$ cat src/hdl/integer_tableau_pivot_defines.svh
// Assertion macros shared by the integer tableau pivot modules.
`ifndef INTEGER_TABLEAU_PIVOT_DEFINES_SVH
`define INTEGER_TABLEAU_PIVOT_DEFINES_SVH

// Same-cycle implication, disabled while reset is asserted.
`define ITP_ASSERT_IMP(lbl, clk, rst_n, ante, cons, msg) \
    lbl: assert property (@(posedge clk) disable iff (!rst_n) (ante) |-> (cons)) \
        else $error(msg);

// Next-cycle implication, disabled while reset is asserted.
`define ITP_ASSERT_NXT(lbl, clk, rst_n, ante, cons, msg) \
    lbl: assert property (@(posedge clk) disable iff (!rst_n) (ante) |=> (cons)) \
        else $error(msg);

`endif

$ cat src/hdl/itp_pkg.sv
// Shared types, constants and helpers for the integer tableau pivot block.
package itp_pkg;

    localparam int ROW_LEN_DEF  = 32;
    localparam int MAX_ROWS_DEF = 64;
    localparam int CFG_AW       = 4;
    localparam int CFG_DW       = 32;

    typedef struct packed {
        logic signed [15:0] value;
        logic               starts_matrix;
    } t_in_item;

    typedef struct packed {
        logic signed [15:0] value_out;
        logic               last_of_row;
        logic               last_of_matrix;
        logic               no_overflow;
    } t_out_item;

    typedef struct packed {
        logic [4:0] pivot_col;
        logic [6:0] rows_in_use;
        logic       ovf_detect;
        logic       skip_zero_rows;
    } t_cfg;

    // Per-row tags latched by the output side when a row is handed over.
    typedef struct packed {
        logic last_mat;
        logic ok;
    } t_emit_meta;

    // Operands of one lane for the compute pass.
    typedef struct packed {
        logic               v;
        logic               ovr;
        logic signed [15:0] x;
        logic signed [15:0] a;
        logic signed [15:0] c;
        logic signed [15:0] pj;
        logic signed [31:0] cp;
    } t_lane_op;

    typedef struct packed {
        logic               v;
        logic               ovf;
        logic signed [15:0] res;
    } t_lane_out;

    // True when a 32-bit value does not fit a signed 16-bit field.
    function automatic logic out16(input logic signed [31:0] v);
        return (v != {{16{v[15]}}, v[15:0]});
    endfunction

endpackage

$ cat src/hdl/itp_cfg.sv
// APB register file holding the pivot configuration.
module itp_cfg (
    input  logic                        i_clk,
    input  logic                        i_rst_n,
    input  logic                        psel,
    input  logic                        penable,
    input  logic                        pwrite,
    input  logic [itp_pkg::CFG_AW-1:0]  paddr,
    input  logic [itp_pkg::CFG_DW-1:0]  pwdata,
    output logic [itp_pkg::CFG_DW-1:0]  prdata,
    output logic                        pready,
    output itp_pkg::t_cfg               o_cfg
);

    localparam logic [1:0] REG_PIVOT_COL = 2'd0;
    localparam logic [1:0] REG_ROWS      = 2'd1;
    localparam logic [1:0] REG_CHECK     = 2'd2;
    localparam logic [1:0] REG_SKIP      = 2'd3;

    itp_pkg::t_cfg r_cfg;
    logic          wr_en;
    logic [1:0]    reg_idx;

    assign pready  = 1'b1;
    assign wr_en   = psel && penable && pwrite;
    assign reg_idx = paddr[itp_pkg::CFG_AW-1:2];
    assign o_cfg   = r_cfg;

    always_ff @(posedge i_clk) begin
        if (!i_rst_n) begin
            r_cfg.pivot_col      <= 5'd1;
            r_cfg.rows_in_use    <= 7'd64;
            r_cfg.ovf_detect     <= 1'b1;
            r_cfg.skip_zero_rows <= 1'b0;
        end else if (wr_en) begin
            case (reg_idx)
                REG_PIVOT_COL: r_cfg.pivot_col      <= pwdata[4:0];
                REG_ROWS:      r_cfg.rows_in_use    <= pwdata[6:0];
                REG_CHECK:     r_cfg.ovf_detect     <= pwdata[0];
                REG_SKIP:      r_cfg.skip_zero_rows <= pwdata[0];
                default: ;
            endcase
        end
    end

    always_comb begin
        case (reg_idx)
            REG_PIVOT_COL: prdata = itp_pkg::CFG_DW'(r_cfg.pivot_col);
            REG_ROWS:      prdata = itp_pkg::CFG_DW'(r_cfg.rows_in_use);
            REG_CHECK:     prdata = itp_pkg::CFG_DW'(r_cfg.ovf_detect);
            REG_SKIP:      prdata = itp_pkg::CFG_DW'(r_cfg.skip_zero_rows);
            default:       prdata = '0;
        endcase
    end

endmodule

$ cat src/hdl/itp_lane_alu.sv
// Two-stage lane datapath: products, then wrap, sum and overflow detect.
module itp_lane_alu #(
    parameter int IDX_W = $clog2(itp_pkg::ROW_LEN_DEF)
) (
    input  logic                  i_clk,
    input  logic                  i_rst_n,
    input  itp_pkg::t_lane_op     i_op,
    input  logic [IDX_W-1:0]      i_idx,
    output itp_pkg::t_lane_out    o_res,
    output logic [IDX_W-1:0]      o_idx
);

    logic               r_v;
    logic               r_ovr;
    logic [IDX_W-1:0]   r_idx;
    logic signed [31:0] r_m0;
    logic signed [31:0] r_m1;
    logic signed [31:0] r_cp;
    logic signed [16:0] sum;

    always_ff @(posedge i_clk) begin
        if (!i_rst_n) begin
            r_v <= 1'b0;
        end else begin
            r_v <= i_op.v;
        end
        r_ovr <= i_op.ovr;
        r_idx <= i_idx;
        r_m0  <= i_op.c * i_op.pj;
        r_m1  <= i_op.x * i_op.a;
        r_cp  <= i_op.cp;
    end

    // both terms are wrapped before the add, as the row update does
    assign sum = {r_m0[15], r_m0[15:0]} + {r_m1[15], r_m1[15:0]};

    assign o_idx     = r_idx;
    assign o_res.v   = r_v;
    assign o_res.res = r_ovr ? r_cp[15:0] : sum[15:0];
    assign o_res.ovf = itp_pkg::out16(r_m0) || itp_pkg::out16(r_m1) || (sum[16] != sum[15]);

endmodule

$ cat src/hdl/itp_emit.sv
// Output side: reads a finished row from the row memory into a small queue.
`include "integer_tableau_pivot_defines.svh"
module itp_emit #(
    parameter int ROW_LEN = itp_pkg::ROW_LEN_DEF
) (
    input  logic                                i_clk,
    input  logic                                i_rst_n,
    input  logic                                i_start,
    input  itp_pkg::t_emit_meta                 i_meta,
    output logic                                o_rd_en,
    output logic [$clog2(ROW_LEN)-1:0]          o_rd_addr,
    input  logic signed [15:0]                  i_rd_data,
    output logic                                o_busy,
    output logic [$clog2(ROW_LEN+1)-1:0]        o_issued,
    output logic                                o_out_valid,
    input  logic                                i_out_stall,
    output itp_pkg::t_out_item                  o_out_data
);

    localparam int IDX_W = $clog2(ROW_LEN);
    localparam int CNT_W = $clog2(ROW_LEN+1);
    localparam logic [IDX_W-1:0] LAST_IDX = IDX_W'(ROW_LEN - 1);
    localparam logic [1:0] Q_LAST = 2'd2;

    logic                r_busy;
    logic [CNT_W-1:0]    r_issued;
    itp_pkg::t_emit_meta r_meta;
    logic                r_inflight;
    logic [IDX_W-1:0]    r_inf_idx;
    itp_pkg::t_out_item  r_q [3];
    logic [1:0]          r_head;
    logic [1:0]          r_tail;
    logic [1:0]          r_count;
    logic                issue;
    logic                pop;
    itp_pkg::t_out_item  push_item;

    // keep reads in flight plus queued entries within the three slots
    assign issue = r_busy && ((3'(r_count) + 3'(r_inflight)) < 3'd3);
    assign pop   = (r_count != 2'd0) && !i_out_stall;

    assign o_rd_en     = issue;
    assign o_rd_addr   = r_issued[IDX_W-1:0];
    assign o_busy      = r_busy;
    assign o_issued    = r_issued;
    assign o_out_valid = (r_count != 2'd0);
    assign o_out_data  = r_q[r_head];

    always_comb begin
        push_item.value_out      = i_rd_data;
        push_item.last_of_row    = (r_inf_idx == LAST_IDX);
        push_item.last_of_matrix = (r_inf_idx == LAST_IDX) && r_meta.last_mat;
        push_item.no_overflow    = r_meta.ok;
    end

    always_ff @(posedge i_clk) begin
        if (!i_rst_n) begin
            r_busy     <= 1'b0;
            r_issued   <= '0;
            r_inflight <= 1'b0;
            r_head     <= '0;
            r_tail     <= '0;
            r_count    <= '0;
        end else begin
            if (i_start) begin
                r_busy   <= 1'b1;
                r_issued <= '0;
                r_meta   <= i_meta;
            end else if (issue) begin
                r_issued <= r_issued + CNT_W'(1);
                if (r_issued[IDX_W-1:0] == LAST_IDX) begin
                    r_busy <= 1'b0;
                end
            end
            r_inflight <= issue;
            r_inf_idx  <= r_issued[IDX_W-1:0];
            if (r_inflight) begin
                r_q[r_tail] <= push_item;
                r_tail      <= (r_tail == Q_LAST) ? 2'd0 : r_tail + 2'd1;
            end
            if (pop) begin
                r_head <= (r_head == Q_LAST) ? 2'd0 : r_head + 2'd1;
            end
            r_count <= r_count + 2'(r_inflight) - 2'(pop);
        end
    end

    `ITP_ASSERT_IMP(a_queue_room, i_clk, i_rst_n, r_inflight, r_count != 2'd3, "output queue overrun")
    `ITP_ASSERT_IMP(a_start_idle, i_clk, i_rst_n, i_start, !r_busy, "row handed over while busy")

endmodule

$ cat src/hdl/integer_tableau_pivot.sv
// Fraction-free integer pivot step: rows stream in one element per transaction
// and are buffered in a row memory. When a row is complete the block runs a
// setup state (S_PREP), then a compute pass (S_CALC) that reads each lane
// from the row memory (and the stored pivot row), runs it through a two-stage
// multiply/add lane unit and writes the result back in place, then a handover
// state (S_HAND) that hands the row to the output queue. Input stalls through
// setup, compute and handover and until the first entry is read out; emitting
// a row overlaps loading of the next one, an element being taken only once its
// entry has been read out. The row memory has a single read port, shared by
// the compute pass and the output side. The no_overflow tag covers every row of
// the matrix up to and including the one it is emitted with.
// No clearing pass follows reset.
`include "integer_tableau_pivot_defines.svh"
module integer_tableau_pivot #(
    parameter int ROW_LEN  = itp_pkg::ROW_LEN_DEF,
    parameter int MAX_ROWS = itp_pkg::MAX_ROWS_DEF
) (
    input  logic                        i_clk,
    input  logic                        i_rst_n,
    input  logic                        i_in_valid,
    output logic                        o_in_stall,
    input  itp_pkg::t_in_item           i_in_data,
    output logic                        o_out_valid,
    input  logic                        i_out_stall,
    output itp_pkg::t_out_item          o_out_data,
    input  logic                        psel,
    input  logic                        penable,
    input  logic                        pwrite,
    input  logic [itp_pkg::CFG_AW-1:0]  paddr,
    input  logic [itp_pkg::CFG_DW-1:0]  pwdata,
    output logic [itp_pkg::CFG_DW-1:0]  prdata,
    output logic                        pready
);

    localparam int IDX_W = $clog2(ROW_LEN);
    localparam int CNT_W = $clog2(ROW_LEN + 1);
    localparam int RC_W  = $clog2(MAX_ROWS);
    localparam int RW    = $clog2(MAX_ROWS + 1);
    localparam logic [IDX_W-1:0] LAST_IDX = IDX_W'(ROW_LEN - 1);
    localparam logic signed [15:0] MIN16 = 16'sh8000;

    typedef enum logic [1:0] {
        S_RECV,
        S_PREP,
        S_CALC,
        S_HAND
    } t_state;

    t_state              r_state;
    logic [IDX_W-1:0]    r_col;
    logic                r_active;
    logic [RC_W-1:0]     r_row_cnt;
    logic signed [15:0]  r_old0;
    logic signed [15:0]  r_oldp;
    logic signed [15:0]  r_scale;
    logic signed [15:0]  r_ppf;
    logic signed [31:0]  r_cp;
    logic                r_ovf;
    logic                r_is_pivot;
    logic                r_skip;
    logic                r_last_mat;
    logic                r_rd_on;
    logic [IDX_W-1:0]    r_rd_idx;
    logic                r_q_v;
    logic [IDX_W-1:0]    r_q_idx;
    logic signed [15:0]  r_buf_q;
    logic signed [15:0]  r_store_q;
    logic signed [15:0]  r_row_mem [ROW_LEN];
    logic signed [15:0]  r_piv_mem [ROW_LEN];

    itp_pkg::t_cfg       cfg;
    logic [IDX_W-1:0]    p_eff;
    logic [RW-1:0]       rows_eff;
    logic                last_mat_c;
    logic                is_pivot_c;
    logic                skip_c;
    logic signed [15:0]  neg_old0;
    logic signed [15:0]  neg_oldp;
    logic signed [31:0]  cp_full;
    logic                in_start;
    logic [IDX_W-1:0]    wr_col;
    logic                room;
    logic                in_acc;
    logic                in_wr;
    logic [IDX_W-1:0]    buf_addr;
    itp_pkg::t_lane_op   lane_op;
    itp_pkg::t_lane_out  lane_out;
    logic [IDX_W-1:0]    lane_idx;
    itp_pkg::t_emit_meta emit_meta;
    logic                emit_start;
    logic                emit_rd_en;
    logic [IDX_W-1:0]    emit_addr;
    logic                emit_busy;
    logic [CNT_W-1:0]    emit_issued;

    itp_cfg u_cfg (
        .i_clk   (i_clk),
        .i_rst_n (i_rst_n),
        .psel    (psel),
        .penable (penable),
        .pwrite  (pwrite),
        .paddr   (paddr),
        .pwdata  (pwdata),
        .prdata  (prdata),
        .pready  (pready),
        .o_cfg   (cfg)
    );

    // effective pivot column and row count
    always_comb begin
        if (32'(cfg.pivot_col) >= ROW_LEN) begin
            p_eff = LAST_IDX;
        end else begin
            p_eff = IDX_W'(cfg.pivot_col);
        end
        if (cfg.rows_in_use == '0) begin
            rows_eff = RW'(1);
        end else if (32'(cfg.rows_in_use) > MAX_ROWS) begin
            rows_eff = RW'(MAX_ROWS);
        end else begin
            rows_eff = RW'(cfg.rows_in_use);
        end
    end

    assign last_mat_c = ((RW+1)'(r_row_cnt) + (RW+1)'(1)) >= (RW+1)'(rows_eff);
    assign is_pivot_c = (r_row_cnt == '0);
    assign skip_c     = cfg.skip_zero_rows && (r_oldp == '0);
    assign neg_old0   = -r_old0;
    assign neg_oldp   = -r_oldp;
    assign cp_full    = r_oldp * r_ppf;

    // input side: an element may only land on an entry already read out
    assign in_start   = i_in_data.starts_matrix;
    assign wr_col     = in_start ? '0 : r_col;
    assign room       = !emit_busy || (CNT_W'(wr_col) < emit_issued);
    assign o_in_stall = (r_state != S_RECV) || !room;
    assign in_acc     = i_in_valid && !o_in_stall;
    assign in_wr      = in_acc && (in_start || r_active);

    assign buf_addr   = (r_state == S_CALC) ? r_rd_idx : emit_addr;

    // lane operands; the pivot row is a signed copy (multiply by +1 or -1) with columns 0 and p replaced
    always_comb begin
        lane_op.v  = r_q_v;
        lane_op.cp = r_cp;
        if (r_is_pivot) begin
            if (r_q_idx == p_eff) begin
                lane_op.x = r_ppf;
            end else if (r_q_idx == '0) begin
                lane_op.x = r_scale;
            end else begin
                lane_op.x = r_buf_q;
            end
            lane_op.a   = r_scale[15] ? -16'sd1 : 16'sd1;
            lane_op.c   = '0;
            lane_op.pj  = '0;
            lane_op.ovr = 1'b0;
        end else begin
            lane_op.x   = r_buf_q;
            lane_op.a   = (r_skip || (r_q_idx == '0)) ? 16'sd1 : r_scale;
            lane_op.c   = r_skip ? 16'sd0 : r_oldp;
            lane_op.pj  = (r_q_idx == '0) ? 16'sd0 : r_store_q;
            lane_op.ovr = !r_skip && (r_q_idx == p_eff);
        end
    end

    itp_lane_alu #(
        .IDX_W (IDX_W)
    ) u_lane (
        .i_clk   (i_clk),
        .i_rst_n (i_rst_n),
        .i_op    (lane_op),
        .i_idx   (r_q_idx),
        .o_res   (lane_out),
        .o_idx   (lane_idx)
    );

    assign emit_start         = (r_state == S_HAND);
    assign emit_meta.last_mat = r_last_mat;
    assign emit_meta.ok       = !r_ovf;

    itp_emit #(
        .ROW_LEN (ROW_LEN)
    ) u_emit (
        .i_clk       (i_clk),
        .i_rst_n     (i_rst_n),
        .i_start     (emit_start),
        .i_meta      (emit_meta),
        .o_rd_en     (emit_rd_en),
        .o_rd_addr   (emit_addr),
        .i_rd_data   (r_buf_q),
        .o_busy      (emit_busy),
        .o_issued    (emit_issued),
        .o_out_valid (o_out_valid),
        .i_out_stall (i_out_stall),
        .o_out_data  (o_out_data)
    );

    always_ff @(posedge i_clk) begin
        if (in_wr) begin
            r_row_mem[wr_col] <= i_in_data.value;
        end else if (lane_out.v) begin
            r_row_mem[lane_idx] <= lane_out.res;
        end
        if (lane_out.v && r_is_pivot) begin
            r_piv_mem[lane_idx] <= lane_out.res;
        end
        r_buf_q   <= r_row_mem[buf_addr];
        r_store_q <= r_piv_mem[r_rd_idx];
    end

    always_ff @(posedge i_clk) begin
        if (!i_rst_n) begin
            r_state   <= S_RECV;
            r_col     <= '0;
            r_active  <= 1'b0;
            r_row_cnt <= '0;
            r_ovf     <= 1'b0;
            r_rd_on   <= 1'b0;
            r_rd_idx  <= '0;
            r_q_v     <= 1'b0;
        end else begin
            case (r_state)
                S_RECV: begin
                    if (in_acc && in_start) begin
                        r_active  <= 1'b1;
                        r_row_cnt <= '0;
                        r_ovf     <= 1'b0;
                    end
                    if (in_wr) begin
                        if (wr_col == '0) begin
                            r_old0 <= i_in_data.value;
                        end
                        if (wr_col == p_eff) begin
                            r_oldp <= i_in_data.value;
                        end
                        if (wr_col == LAST_IDX) begin
                            r_col   <= '0;
                            r_state <= S_PREP;
                        end else begin
                            r_col <= wr_col + IDX_W'(1);
                        end
                    end
                end
                S_PREP: begin
                    r_is_pivot <= is_pivot_c;
                    r_skip     <= !is_pivot_c && skip_c;
                    r_last_mat <= last_mat_c;
                    r_cp       <= cp_full;
                    if (is_pivot_c) begin
                        r_ppf   <= neg_old0;
                        r_scale <= (p_eff == '0) ? neg_old0 : neg_oldp;
                        if (cfg.ovf_detect && ((r_old0 == MIN16) || (r_oldp == MIN16))) begin
                            r_ovf <= 1'b1;
                        end
                    end else if (cfg.ovf_detect && !skip_c && itp_pkg::out16(cp_full)) begin
                        r_ovf <= 1'b1;
                    end
                    if (last_mat_c) begin
                        r_active <= 1'b0;
                    end else begin
                        r_row_cnt <= r_row_cnt + RC_W'(1);
                    end
                    r_rd_on  <= 1'b1;
                    r_rd_idx <= '0;
                    r_state  <= S_CALC;
                end
                S_CALC: begin
                    if (r_rd_on) begin
                        r_rd_idx <= r_rd_idx + IDX_W'(1);
                        if (r_rd_idx == LAST_IDX) begin
                            r_rd_on <= 1'b0;
                        end
                    end
                    if (lane_out.v && lane_out.ovf && cfg.ovf_detect) begin
                        r_ovf <= 1'b1;
                    end
                    if (lane_out.v && (lane_idx == LAST_IDX)) begin
                        r_state <= S_HAND;
                    end
                end
                S_HAND: begin
                    r_state <= S_RECV;
                end
                default: begin
                    r_state <= S_RECV;
                end
            endcase
            r_q_v   <= (r_state == S_CALC) && r_rd_on;
            r_q_idx <= r_rd_idx;
        end
    end

    `ITP_ASSERT_IMP(a_row_done_drained, i_clk, i_rst_n, in_wr && (wr_col == LAST_IDX), !emit_busy, "row completed before previous row was read out")
    `ITP_ASSERT_NXT(a_hand_starts_emit, i_clk, i_rst_n, r_state == S_HAND, emit_busy, "row handover did not start output")
    `ITP_ASSERT_IMP(a_port_exclusive, i_clk, i_rst_n, r_state == S_CALC, !emit_rd_en, "output read during compute pass")

endmodule

$ cat config.mk
export PLATFORM = sky130hd
export DESIGN_NAME = integer_tableau_pivot
export DESIGN_NICKNAME = d
export VERILOG_FILES = /design/src/hdl/itp_pkg.sv /design/src/hdl/itp_cfg.sv /design/src/hdl/itp_lane_alu.sv /design/src/hdl/itp_emit.sv /design/src/hdl/integer_tableau_pivot.sv
export VERILOG_INCLUDE_DIRS = /design/src /design/src/hdl
export SDC_FILE = /design/constraint.sdc
export NUM_CORES = 2
export LEC_CHECK = 0
export ABC_AREA = 1
export BUFFER_PORTS_ARGS = -buffer_cell sky130_fd_sc_hd__buf_4
export CAP_MARGIN = 0
export CORE_UTILIZATION = 60
export DETAILED_ROUTE_END_ITERATION = 10
export PLACE_DENSITY = 0.75
export SLEW_MARGIN = 5
export SYNTH_ARGS = -nofsm -noshare
export SYNTH_HDL_FRONTEND = slang
export SYNTH_SLANG_ARGS = --single-unit
export TNS_END_PERCENT = 1
$ cat constraint.sdc
create_clock -name i_clk -period 10.3 [get_ports i_clk]
set_input_delay 2.06 -clock i_clk [delete_from_list [all_inputs] [get_ports i_clk]]
set_output_delay 2.06 -clock i_clk [all_outputs]
set_load 0.05 [all_outputs]
==> flow_summary.ini <==
[global_route]
grt_pass1_vias = 59420
groute.usage.overall = 0.3219
grt-ovfl-total = 0
grt_start_max_net_pins = 100
antenna_found_initial = 0
grt_pass1_wl_microns = 342500

[final_layout]
area_delta_synth_final_pct = 7.983
nNetsFinal = 9063
final_layout_size_suffix_gt1_frac = 0.05883
mostFrequentLayoutCell = edfxtp_1
final_cell_mix = 1176 x edfxtp_1, 1173 x inv_1, 1145 x nand2_1
nFillCells = 10380

[worst_setup_path]
cpLargestDelayFamily = adder cells
rr_startpoint = r_q_idx[3]
critPathMaxFanout = 31
critPathMaxStageDelay_ps = 900
critPathBufInv = 6
ff2ff_path_depth = 32
cp-end-kind = flop
critical_path.slowest_cell = inv_1
cp-start-kind = flop
cp.required_ps = 10940
crit_type = reg2reg
startpoint = r_q_idx[3]
regToRegSetupSlack_ps = 1320
regToRegEndpoint = u_lane.r_m1[29]
cp.depth = 32
path_common_cell = nand2_1
crit_end = u_lane.r_m1[29]
critPathArrivalTime_ps = 9620

[clock_network]
clkSinkCount = 1347
post-cts-setup-buffers = 0
clock-root-buffer = clkbuf_16
h-tree-depth = 4
clk_pin_slew_worst_paths_ps = 80
cts_resized = 0
clock_path_buffers = 3
cts_tree = done
hold_buffers = 0
cts_made_buffers = 132
clkLatencyLatePin_ps = 760

[outcome]
status = finished, final reports clean

[drt]
avgViaCountPerCell = 6.029
drtPass1Iterations = 6
vias = 59200
drc = 0
drt_iter0_drc = 7158
wl_per_cell_microns = 22.59
drtAntennaViolNets = 0
drt-total-wl_microns = 221800

[timing]
setup_violations = 0
setup_tns_ps = 0
timing.final.crit_share = 0.8719
worst_pin_slew_ps = 1315
rsz0062_at_grt = false
max_freq_mhz = 111.4
drv_slew = 0
fin_crit_ps = 8980
skew_ps = 28.61
finalHoldViolCount = 0
timing.slew.headroom = 0.1210

[yosys]
synth_cell_types = 70
synth_edf_count = 1176
ys_seq_elements = 1347
syn_area_per_cell_sq_um = 10.46
yosysSeqAreaShare = 0.4664
yosysTopAreaCell = edfxtp_1
ys_warn_count = 0
synth_area_sq_um = 83050
synthArstFlopShare = 0
synth_top_area_frac = 0.4252
synthCells = 7941
synth-main-ff-cell = edfxtp_1
synthTopCellsByArea = edfxtp_1 43%, fa_1 19%, inv_1 5.3%

[placement]
dp_hpwl_microns = 153700
port_buffers = 60
gp_congestion = 0.9875

[floorplan]
die_y_microns = 374.1
coreArea_sq_um = 137300
pin_count = 114
die_x_microns = 374.1
initial_core_util = 0.6048
rows = 136
design.die.area_sq_um = 139900

[flow_run]
maxCapViolCount = 0

[min_path]
hold_path_class = reg2reg
state kept, by name (all words and copies together) (netlist names), 6 cells and up, named ones only:
register / cells
r_scale: 16
r_buf_q: 16
r_row_cnt: 6
u_lane.r_m0: 32
r_piv_mem: 512
r_row_mem: 512
u_lane.r_m1: 32
u_emit.r_q: 57
u_emit.o_issued: 6
r_store_q: 16
u_lane.r_cp: 16
r_ppf: 16
u_cfg.o_cfg: 14
r_oldp: 16
r_cp: 16
r_old0: 16
worst min-delay path by stage:
stage	endpoint	startpoint	cells after the start	slack, ps
floorplan	u_lane.r_cp[0]	r_cp[0]	0	320
global placement	u_lane.r_cp[0]	r_cp[0]	0	330
detailed placement	u_lane.r_cp[13]	r_cp[13]	0	330
CTS	u_lane.r_cp[5]	r_cp[5]	0	310
global route	u_lane.r_cp[5]	r_cp[5]	0	330
finish	u_lane.r_cp[5]	r_cp[5]	0	310
Yosys cell counts, types with 15 or more instances:
cell      instances
a21oi_1         213
a31oi_1          58
a32oi_1          15
buf_1            18
buf_4            29
clkbuf_1        328
dfxtp_1         171
edfxtp_1       1176
fa_1            789
ha_1            290
inv_1          1178
nand2_1        1146
nand3_1         189
nand4_1          38
nor2_1         1053
nor3_1           22
o211ai_1         31
o21ai_0         646
o21ai_1          17
o221ai_1        189
o22ai_1          69
xnor2_1          37
xor2_1           82
cell families (layout without fill, tap and decap cells):
family / after synthesis / after routing / synth area share
flops: 1347 / 1347 / 0.4664
buf+inv: 1587 / 1645 / 0.07350
simple gates: 2496 / 2496 / 0.1193
mux: 3 / 3 / 0.0003616
other cells: 2 / 28 / 0.00009042
fa+ha+maj: 1079 / 1079 / 0.2339
xor+xnor: 121 / 121 / 0.01294
compound gates: 1306 / 1306 / 0.09351
metrics by stage:
step                instance area (sq um)  hold WS [ps]  utilization  worst slack, ps  std cells
floorplan                           83140         323.3            -             3289       7965
global placement                    85570         326.8       0.6231             1550       9584
detailed placement                  85570         328.1       0.6231             1473       9584
CTS                                 89680         310.7       0.6531             1442       9817
global route                        89680         330.3       0.6531            808.8       9817
finish                              89680         311.3       0.6531             1320       9819
cell type report:
class	count	area, sq um	area share
Inverter	1199	4519	0.05039
Clock buffer	164	3530	0.03936
Sequential cell	1347	38750	0.4320
Antenna cell	2	5.005	0.00005580
Tap cell	1794	2245	0.02503
Multi-Input combinational cell	5031	38460	0.4288
Clock inverter	69	584.3	0.006515
Timing Repair Buffer	213	1599	0.01783
worst reg2reg max path, delay by kind of cell, from the launching register on:
kind / cells / cell delay, ps
fa+ha+maj: 7 / 3340
simple gates: 11 / 1990
buf+inv: 6 / 1600
compound gates: 7 / 1360
flops: 1 / 430
xor+xnor: 1 / 170
layer usage:
metal / up-vias / global-route usage / wire [microns]
met3: 518 / 0.06528 / 24440
li1: 26110 / - / -
met4: 0 / 0.1218 / 8597
met2: 3306 / 0.5075 / 103800
met5: - / 0 / 0
met1: 29270 / 0.4435 / 84980
Power is not shown: default switching activity piles up to over one toggle a cycle in this logic, so the estimate is an artifact.
